`config.mk`:
```
export PLATFORM = sky130hd
export DESIGN_NAME = sorted_list_merge_unit
export DESIGN_NICKNAME = d
export VERILOG_FILES = /design/src/design/slm_pkg.sv /design/src/design/slm_ram.sv /design/src/design/slm_seq.sv /design/src/design/sorted_list_merge_unit.sv
export VERILOG_INCLUDE_DIRS = /design/src /design/src/design
export SDC_FILE = /design/constraint.sdc
export NUM_CORES = 2
export LEC_CHECK = 0
export ABC_AREA = 1
export ABC_CLOCK_PERIOD_IN_PS = 3830
export BUFFER_PORTS_ARGS = -buffer_cell sky130_fd_sc_hd__buf_2
export CORE_MARGIN = 3
export CORE_UTILIZATION = 31
export CTS_CLUSTER_DIAMETER = 30
export DETAILED_ROUTE_END_ITERATION = 8
export GPL_TIMING_DRIVEN = 1
export HOLD_SLACK_MARGIN = 0.03
export PLACE_DENSITY = 0.43
export SLEW_MARGIN = 15
export SYNTH_ARGS = -nofsm -noshare
export SYNTH_HDL_FRONTEND = slang
export SYNTH_SLANG_ARGS = --single-unit
```
`constraint.sdc`:
```
create_clock -name clk -period 3.83 [get_ports clk]
set_input_delay 0.1915 -clock clk [delete_from_list [all_inputs] [get_ports clk]]
set_output_delay 0.1915 -clock clk [all_outputs]
set_load 0.005 [all_outputs]
```
`src/design/sorted_list_merge_unit_defines.svh`:
```
// assertion macros shared by the sorted list merge unit
// no dependencies; included by files that carry concurrent checks
`ifndef SORTED_LIST_MERGE_UNIT_DEFINES_SVH
`define SORTED_LIST_MERGE_UNIT_DEFINES_SVH

// same-cycle implication, disabled during reset
`define SLM_ASSERT_NOW(label, clk, rst, ante, cons) \
  label: assert property (@(posedge clk) disable iff (rst) (ante) |-> (cons)) \
    else $error("sorted list merge check failed");

// next-cycle implication, disabled during reset
`define SLM_ASSERT_NEXT(label, clk, rst, ante, cons) \
  label: assert property (@(posedge clk) disable iff (rst) (ante) |=> (cons)) \
    else $error("sorted list merge check failed");

`endif

```
`src/design/slm_pkg.sv`:
```
// shared constants and types for the sorted list merge unit
// no dependencies
package slm_pkg;

  localparam int LIST_DEPTH = 32;
  localparam int DATA_W     = 32;
  localparam int CNT_W      = $clog2(LIST_DEPTH + 1);
  localparam int ADDR_W     = (LIST_DEPTH > 1) ? $clog2(LIST_DEPTH) : 1;
  localparam int TOT_W      = CNT_W + 1;

  localparam logic [1:0] KIND_LOAD_FIRST  = 2'd0;
  localparam logic [1:0] KIND_LOAD_SECOND = 2'd1;
  localparam logic [1:0] KIND_MERGE       = 2'd2;

  typedef enum logic {
    ST_IDLE,
    ST_MERGE
  } state_t;

  // read control and completion from the sequencer to the storage
  typedef struct packed {
    logic              first_en;
    logic [ADDR_W-1:0] first_addr;
    logic              second_en;
    logic [ADDR_W-1:0] second_addr;
    logic              done;
  } rd_ctl_t;

endpackage

```
`src/design/slm_ram.sv`:
```
// generic single-write, single-read ram with registered read data
// no dependencies
module slm_ram #(
  parameter int WIDTH = 32,
  parameter int DEPTH = 32
) (
  input  logic                                       clk,
  input  logic                                       we,
  input  logic [((DEPTH > 1) ? $clog2(DEPTH) : 1)-1:0] waddr,
  input  logic [WIDTH-1:0]                           wdata,
  input  logic                                       re,
  input  logic [((DEPTH > 1) ? $clog2(DEPTH) : 1)-1:0] raddr,
  output logic [WIDTH-1:0]                           rdata
);

  logic [WIDTH-1:0] mem [DEPTH];

  always_ff @(posedge clk) begin
    if (we) begin
      mem[waddr] <= wdata;
    end
    if (re) begin
      rdata <= mem[raddr];
    end
  end

endmodule

```
`src/design/slm_seq.sv`:
```
// merge sequencer: head compare, read index control and output register
// depends on slm_pkg
module slm_seq (
  input  logic                          clk,
  input  logic                          rst,
  input  logic                          start,
  input  logic [slm_pkg::CNT_W-1:0]     first_count,
  input  logic [slm_pkg::CNT_W-1:0]     second_count,
  input  logic                          dropped,
  input  logic [slm_pkg::DATA_W-1:0]    head_first,
  input  logic [slm_pkg::DATA_W-1:0]    head_second,
  input  logic                          out_ready,
  output slm_pkg::rd_ctl_t              rd_ctl,
  output logic                          busy,
  output logic                          out_valid,
  output logic signed [slm_pkg::DATA_W-1:0] merged_value,
  output logic                          from_second,
  output logic                          last,
  output logic                          overflow
);
  import slm_pkg::*;

  state_t           state, state_next;
  logic [CNT_W-1:0] ia, ib;
  logic [TOT_W-1:0] total, taken;
  logic             avail_first, avail_second, take_second, pick_last, step;
  logic [CNT_W-1:0] ia_inc, ib_inc;

  assign total        = TOT_W'(first_count) + TOT_W'(second_count);
  assign taken        = TOT_W'(ia) + TOT_W'(ib) + TOT_W'(1);
  assign avail_first  = ia < first_count;
  assign avail_second = ib < second_count;
  assign ia_inc       = ia + CNT_W'(1);
  assign ib_inc       = ib + CNT_W'(1);
  assign pick_last    = taken == total;
  assign busy         = state == ST_MERGE;
  assign step         = busy && (!out_valid || out_ready);

  // first list wins ties
  always_comb begin
    if (avail_first && avail_second) begin
      take_second = !($signed(head_first) <= $signed(head_second));
    end else begin
      take_second = !avail_first;
    end
  end

  // next state
  always_comb begin
    state_next = state;
    unique case (state)
      ST_IDLE: begin
        if (start) begin
          state_next = ST_MERGE;
        end
      end
      ST_MERGE: begin
        if (step && pick_last) begin
          state_next = ST_IDLE;
        end
      end
      default: state_next = ST_IDLE;
    endcase
  end

  // read requests: prime both heads at start, refill the consumed head
  always_comb begin
    rd_ctl             = '0;
    rd_ctl.first_addr  = ia_inc[ADDR_W-1:0];
    rd_ctl.second_addr = ib_inc[ADDR_W-1:0];
    unique case (state)
      ST_IDLE: begin
        rd_ctl.first_en    = start;
        rd_ctl.second_en   = start;
        rd_ctl.first_addr  = '0;
        rd_ctl.second_addr = '0;
      end
      ST_MERGE: begin
        rd_ctl.first_en  = step && !take_second;
        rd_ctl.second_en = step && take_second;
        rd_ctl.done      = step && pick_last;
      end
      default: rd_ctl = '0;
    endcase
  end

  always_ff @(posedge clk) begin
    if (rst) begin
      state     <= ST_IDLE;
      out_valid <= 1'b0;
      ia        <= '0;
      ib        <= '0;
    end else begin
      state <= state_next;
      if (start) begin
        ia <= '0;
        ib <= '0;
      end else if (step) begin
        if (take_second) begin
          ib <= ib_inc;
        end else begin
          ia <= ia_inc;
        end
      end
      if (step) begin
        out_valid <= 1'b1;
      end else if (out_ready) begin
        out_valid <= 1'b0;
      end
    end
  end

  always_ff @(posedge clk) begin
    if (step) begin
      merged_value <= take_second ? head_second : head_first;
      from_second  <= take_second;
      last         <= pick_last;
      overflow     <= dropped;
    end
  end

endmodule

```
`src/design/sorted_list_merge_unit.sv`:
```
// sorted list merge unit: usage
// two valid/ready channels. input transactions carry kind and value:
// kind 0 appends value to the first list, kind 1 to the second list,
// kind 2 merges both lists, kind 3 is taken and ignored.
// an append returns nothing; an append to a full
// list is dropped and raises a sticky overflow flag.
// a merge of n elements returns n output transactions in non-decreasing
// signed order, ties going to the first list, the final one marked last.
// each result carries the overflow flag; afterwards both lists and the
// flag are cleared. a merge of two empty lists returns nothing.
// the first result passes the ram read register, then the output register,
// then one per cycle while the receiver is ready: each step reads the next
// head from the list ram it consumed.
// the input channel is held off (in_ready low) for the whole merge.
// a stalled receiver freezes the merge; the ram heads hold until taken.
// reset (synchronous, active high) empties both lists and clears the
// flag; list storage itself is not cleared and needs no sweep.
// depends on slm_pkg, slm_seq, slm_ram and the assertion macro header
`include "sorted_list_merge_unit_defines.svh"

module sorted_list_merge_unit (
  input  logic                              clk,
  input  logic                              rst,
  input  logic                              in_valid,
  output logic                              in_ready,
  input  logic [1:0]                        kind,
  input  logic signed [slm_pkg::DATA_W-1:0] value,
  output logic                              out_valid,
  input  logic                              out_ready,
  output logic signed [slm_pkg::DATA_W-1:0] merged_value,
  output logic                              from_second,
  output logic                              last,
  output logic                              overflow
);
  import slm_pkg::*;

  logic [CNT_W-1:0]  first_count, second_count;
  logic              dropped;
  logic              accept, first_full, second_full;
  logic              load_first, load_second, merge_go, merge_empty;
  logic [DATA_W-1:0] head_first, head_second;
  logic              busy;
  rd_ctl_t           rd_ctl;

  assign in_ready    = !busy;
  assign accept      = in_valid && in_ready;
  assign first_full  = first_count >= CNT_W'(LIST_DEPTH);
  assign second_full = second_count >= CNT_W'(LIST_DEPTH);
  assign load_first  = accept && (kind == KIND_LOAD_FIRST);
  assign load_second = accept && (kind == KIND_LOAD_SECOND);
  // merge needs at least one element, otherwise only the flag clears
  assign merge_empty = (first_count == '0) && (second_count == '0);
  assign merge_go    = accept && (kind == KIND_MERGE) && !merge_empty;

  // list counts and sticky drop flag
  always_ff @(posedge clk) begin
    if (rst) begin
      first_count  <= '0;
      second_count <= '0;
      dropped      <= 1'b0;
    end else begin
      if (rd_ctl.done) begin
        first_count  <= '0;
        second_count <= '0;
        dropped      <= 1'b0;
      end else if (accept && (kind == KIND_MERGE) && merge_empty) begin
        dropped <= 1'b0;
      end else if (load_first) begin
        if (first_full) begin
          dropped <= 1'b1;
        end else begin
          first_count <= first_count + CNT_W'(1);
        end
      end else if (load_second) begin
        if (second_full) begin
          dropped <= 1'b1;
        end else begin
          second_count <= second_count + CNT_W'(1);
        end
      end
    end
  end

  // one ram per list: appends write at the count, the merge reads heads
  slm_ram #(
    .WIDTH(DATA_W),
    .DEPTH(LIST_DEPTH)
  ) u_first_ram (
    .clk  (clk),
    .we   (load_first && !first_full),
    .waddr(first_count[ADDR_W-1:0]),
    .wdata(value),
    .re   (rd_ctl.first_en),
    .raddr(rd_ctl.first_addr),
    .rdata(head_first)
  );

  slm_ram #(
    .WIDTH(DATA_W),
    .DEPTH(LIST_DEPTH)
  ) u_second_ram (
    .clk  (clk),
    .we   (load_second && !second_full),
    .waddr(second_count[ADDR_W-1:0]),
    .wdata(value),
    .re   (rd_ctl.second_en),
    .raddr(rd_ctl.second_addr),
    .rdata(head_second)
  );

  // compare, select and output register
  slm_seq u_seq (
    .clk         (clk),
    .rst         (rst),
    .start       (merge_go),
    .first_count (first_count),
    .second_count(second_count),
    .dropped     (dropped),
    .head_first  (head_first),
    .head_second (head_second),
    .out_ready   (out_ready),
    .rd_ctl      (rd_ctl),
    .busy        (busy),
    .out_valid   (out_valid),
    .merged_value(merged_value),
    .from_second (from_second),
    .last        (last),
    .overflow    (overflow)
  );

  // counts never pass the list depth
  `SLM_ASSERT_NOW(a_count_bound, clk, rst, 1'b1,
    (first_count <= CNT_W'(LIST_DEPTH)) && (second_count <= CNT_W'(LIST_DEPTH)))
  // a non-empty merge takes the input side off
  `SLM_ASSERT_NEXT(a_merge_busy, clk, rst, merge_go, !in_ready)
  // lists and flag are empty after the final element
  `SLM_ASSERT_NEXT(a_done_clears, clk, rst, rd_ctl.done,
    (first_count == '0) && (second_count == '0) && !dropped && out_valid && last)

endmodule
```
==> results.txt <==
Clock tree synthesis found a total of 2174 sinks. Setup violations remaining at the end of the flow were counted as 0. Once placement completed, the tool counted placed cells totaling 9783. TritonCTS created 487 clock buffers. The largest voltage drop on the vdd net came out at 397 uV. The maximum number of pins on one net before global-route repair came out at 170. The utilization after layout came out at 39.9%.

After synthesis, flip-flops and latches occupy 74.8% of the total area. The number of distinct standard cells referenced by the synthesized netlist came out at 42. Ranked by total cell area, the synthesized netlist is headed by sky130_fd_sc_hd__edfxtp_1, sky130_fd_sc_hd__nor2_1, sky130_fd_sc_hd__o21ai_0. The number of cells on the worst reg-to-reg path is 14. The number of antenna violations at the first check in global routing came out at 26. The first detailed-routing pass ran for 6 iterations.

The remaining number of nets flagged by the antenna check after routing came out at 0. The number of global-route vias before repair came out at 54439. In this run the worst setup path terminates at u_first_ram.rdata[17]$_DFFE_PP_. The ratio of routed vias to standard cells came out at 5.15. The sequential cell area is 65000 um2. The maximum count of clock buffers along a single path is 4.

The routed length per placed instance is 26.5 um. In the global route stage, met1 resource usage came out at 27.3%. In the synthesized netlist, the number of instances is 6210. The run finished with clean final reports. The sort of element at the start of the critical path is a flop. After global routing, the most crowded layer is met2. The height of the die is 535 um. The start point of the critical path is u_second_ram.rdata[3]$_DFFE_PP_.

The synthesis-stage register bit count came out at 2174. The critical path capture point type is a flop. The number of design-rule violations left by the first detailed-router iteration came out at 5184. The via count is 55310.

The number of max-cap violations came out at 0. Relative to the synthesized area, the layout overhead comes to 27.4%. The total overflow reported by the global router is 0. The arrival time at the worst endpoint came out at 3.89 ns.

The average cell area after synthesis is 14.0 um2. The count of final hold-check violations is 0. Synthesis produced a netlist with a net count of 6314. Global routing used 30.8% of the available met2 tracks.

The warning count from the yosys run is 0. The clock reaches the later pin of the worst-skew pair after 0.91 ns. The final critical-path share of the clock period came out at 88.5%. The final count of pins violating max slew came out at 0.

Measured along the x axis, the die boundary spans 535 um. After routing the design area is 111000 um2. Of all nets on the critical path, the largest fanout is 32. The depth of the worst hold-timing path is 1.

The relative slew slack is 21.9%. The worst setup skew after layout is 0.0541 ns. The library cell used most frequently in the layout, excluding fill and tap cells, is sky130_fd_sc_hd__edfxtp_1. The row count is 193. The number of setup buffers added after CTS came out at 0. The type of the most critical hold path is in -> reg. The total global routing track utilization is 19.3%. The number of top-level design ports came out at 75. The final worst hold slack is 0.0874 ns. Setup repair after global routing left no endpoint under its margin. The die covers 287000 um2. The detailed placement HPWL came out at 156000 um. The achievable frequency is 295 MHz. Setup total negative slack on the finished layout was measured at 0 ns. The filler cell count in the final layout came out at 25884. Routability-driven placement finished with a final weighted congestion of 0.822. The root cell of the clock tree is sky130_fd_sc_hd__clkbuf_16. The core region is 278000 um2. For met3 alone, demand over resource in global routing was 3.21%. The global-route wire length before repair came out at 403000 um. The worst register-to-register path ends at u_first_ram.rdata[17]$_DFFE_PP_.

The startpoint identified for the worst register-to-register timing path is u_second_ram.rdata[3]$_DFFE_PP_. The initial core utilization is 31.3%. The total DRC errors in the routed layout came out at 0. For this block, the routed nets add up to 284000 um of wire. The total number of H-tree levels came out at 5.

TritonCTS built the clock tree. The register-to-register setup slack came out at 0.44 ns. The leading area contributor after synthesis is sky130_fd_sc_hd__edfxtp_1.

The slew at the pin with the worst max-slew slack came out at 1.17 ns. For this design the static power due to leakage is 36.3 nW. In the layout the commonest cells are sky130_fd_sc_hd__edfxtp_1, sky130_fd_sc_hd__nor2_1, sky130_fd_sc_hd__clkbuf_16, sky130_fd_sc_hd__o21ai_0.

In this run the cell area of the synthesized design comes to 86900 um2. The type of the worst setup path is reg -> reg. The share of post-route cells with drive strength above 1 came out at 16.7%.

During placement, the flow inserted port buffers numbering 74. The post-route non-filler standard cell count is 10732. For this run, the post-layout net count is 6708. After clock tree synthesis, the clock-pin slew on the worst setup and hold paths is 0.05 ns. The area taken by multi-input logic gates came out at 20100 um2. The shortest clock period the worst path allows after layout is 3.39 ns. In this run the cell area measured after placement is 93500 um2. The area fraction of the dominant cell type after synthesis came out at 74.2%. At the worst endpoint, the required time is 4.33 ns. The total power density per cell area came out at 633 nW/um2.
[critical path, stage by stage (launching register included)]
cell                       delay (ns)
sky130_fd_sc_hd__edfxtp_1        0.45
sky130_fd_sc_hd__inv_1           0.27
sky130_fd_sc_hd__ha_1            0.30
sky130_fd_sc_hd__a21oi_1         0.15
sky130_fd_sc_hd__nand2_1         0.06
sky130_fd_sc_hd__nand2_1         0.06
sky130_fd_sc_hd__nand2_1         0.06
sky130_fd_sc_hd__nand2_1         0.07
sky130_fd_sc_hd__nand2_1         0.07
sky130_fd_sc_hd__nand2_1         0.08
sky130_fd_sc_hd__nand3_1         0.17
sky130_fd_sc_hd__nand3_1         0.27
sky130_fd_sc_hd__nand3_1         0.36
sky130_fd_sc_hd__nand2_2         0.15
sky130_fd_sc_hd__buf_4           0.43
[Yosys cell counts (all sizes together)]
cell	number
o22ai	1
nor2	1415
inv	94
o21a	64
edfxtp	2147
o32ai	256
nor3	12
o21ai	538
a31o	1
fa	2
buf	222
nand4	13
clkbuf	222
dfxtp	27
nor2b	1
o21bai	256
xor2	10
ha	64
or2	1
nor4	2
o211ai	252
and2b	1
o31ai	1
nand3	85
nand2	175
a21oi	78
o311ai	256
xnor2	10
and3	1
a21o	2
clkinv	1
[area by class of cell]
cell class / instances / share of cell area (%)
flip-flops and latches: 2174 / 58.7
multi-input cells: 3497 / 18.2
clock buffers: 558 / 11.4
well taps: 3705 / 4.19
clock inverters: 347 / 3.73
repair buffers: 349 / 3.41
inverters: 95 / 0.370
diodes: 7 / 0.0158
[flip-flops by register name, indices dropped and copies added, names as in the netlist]
| name | count |
|---|---|
| u_first_ram.rdata | 32 |
| u_second_ram.mem | 1024 |
| u_seq.from_second | 1 |
| second_count | 6 |
| u_seq.ib | 6 |
| first_count | 6 |
| dropped | 1 |
| u_first_ram.mem | 1024 |
| u_seq.out_valid | 1 |
| u_seq.overflow | 1 |
| u_seq.merged_value | 32 |
| u_seq.busy | 1 |
| u_seq.last | 1 |
| u_second_ram.rdata | 32 |
| u_seq.ia | 6 |
[per-layer routing]
metal	vias to the layer above	share of wire [%]
met3	400	6.0
met4	6	2.2
met2	1662	47
li1	24803	-
met1	28439	45
met5	-	0.016
[where the power goes]
part	leakage (nW)	internal, mW	switching, mW	total (mW)
sequential	19.5	26.3	0.0494	26.4
clock	8.05	28.7	13.3	42.0
combinational	8.75	0.391	1.29	1.69
[cells by family after synthesis]
kind of cell / Yosys count / synth area share [%]
AOI/OAI and AO/OA: 1705 / 13.7
xor gates and xnor gates: 20 / 0.202
adders and majority gates: 66 / 0.967
buffers and inverters: 539 / 2.70
DFF: 2174 / 74.8
and+or+nand+nor: 1706 / 7.62
[through the flow]
stage	power (mW)	setup WS, ns
finish	70.0	0.441
global route	72.1	0.274
CTS	70.7	0.383
detailed placement	28.5	0.440
global placement	28.5	0.416
floorplan	27.5	0.749
[repair_timing]
| item | CTS | global route |
|---|---|---|
| hold endpoints to repair | 721 | 116 |
| gates resized for setup | 0 | 0 |
| hold buffers | 32 | 3 |
| setup endpoints to repair | 0 | 0 |
[worst min path at each step]
stage                                    start                            endpoint  slack, ns
final                                value[10]  u_second_ram.mem[31][10]$_DFFE_PP_       0.09
after global routing                 value[22]  u_second_ram.mem[26][22]$_DFFE_PP_       0.08
after CTS                            value[22]  u_second_ram.mem[26][22]$_DFFE_PP_       0.04
after detailed placement  dropped$_SDFFE_PP0P_            u_seq.overflow$_DFFE_PP_       0.50
after global placement               out_ready        u_seq.out_valid$_SDFFE_PP0P_       0.48
after floorplan                            rst        u_seq.out_valid$_SDFFE_PP0P_       0.26
Power figures use the tool's default switching activity.
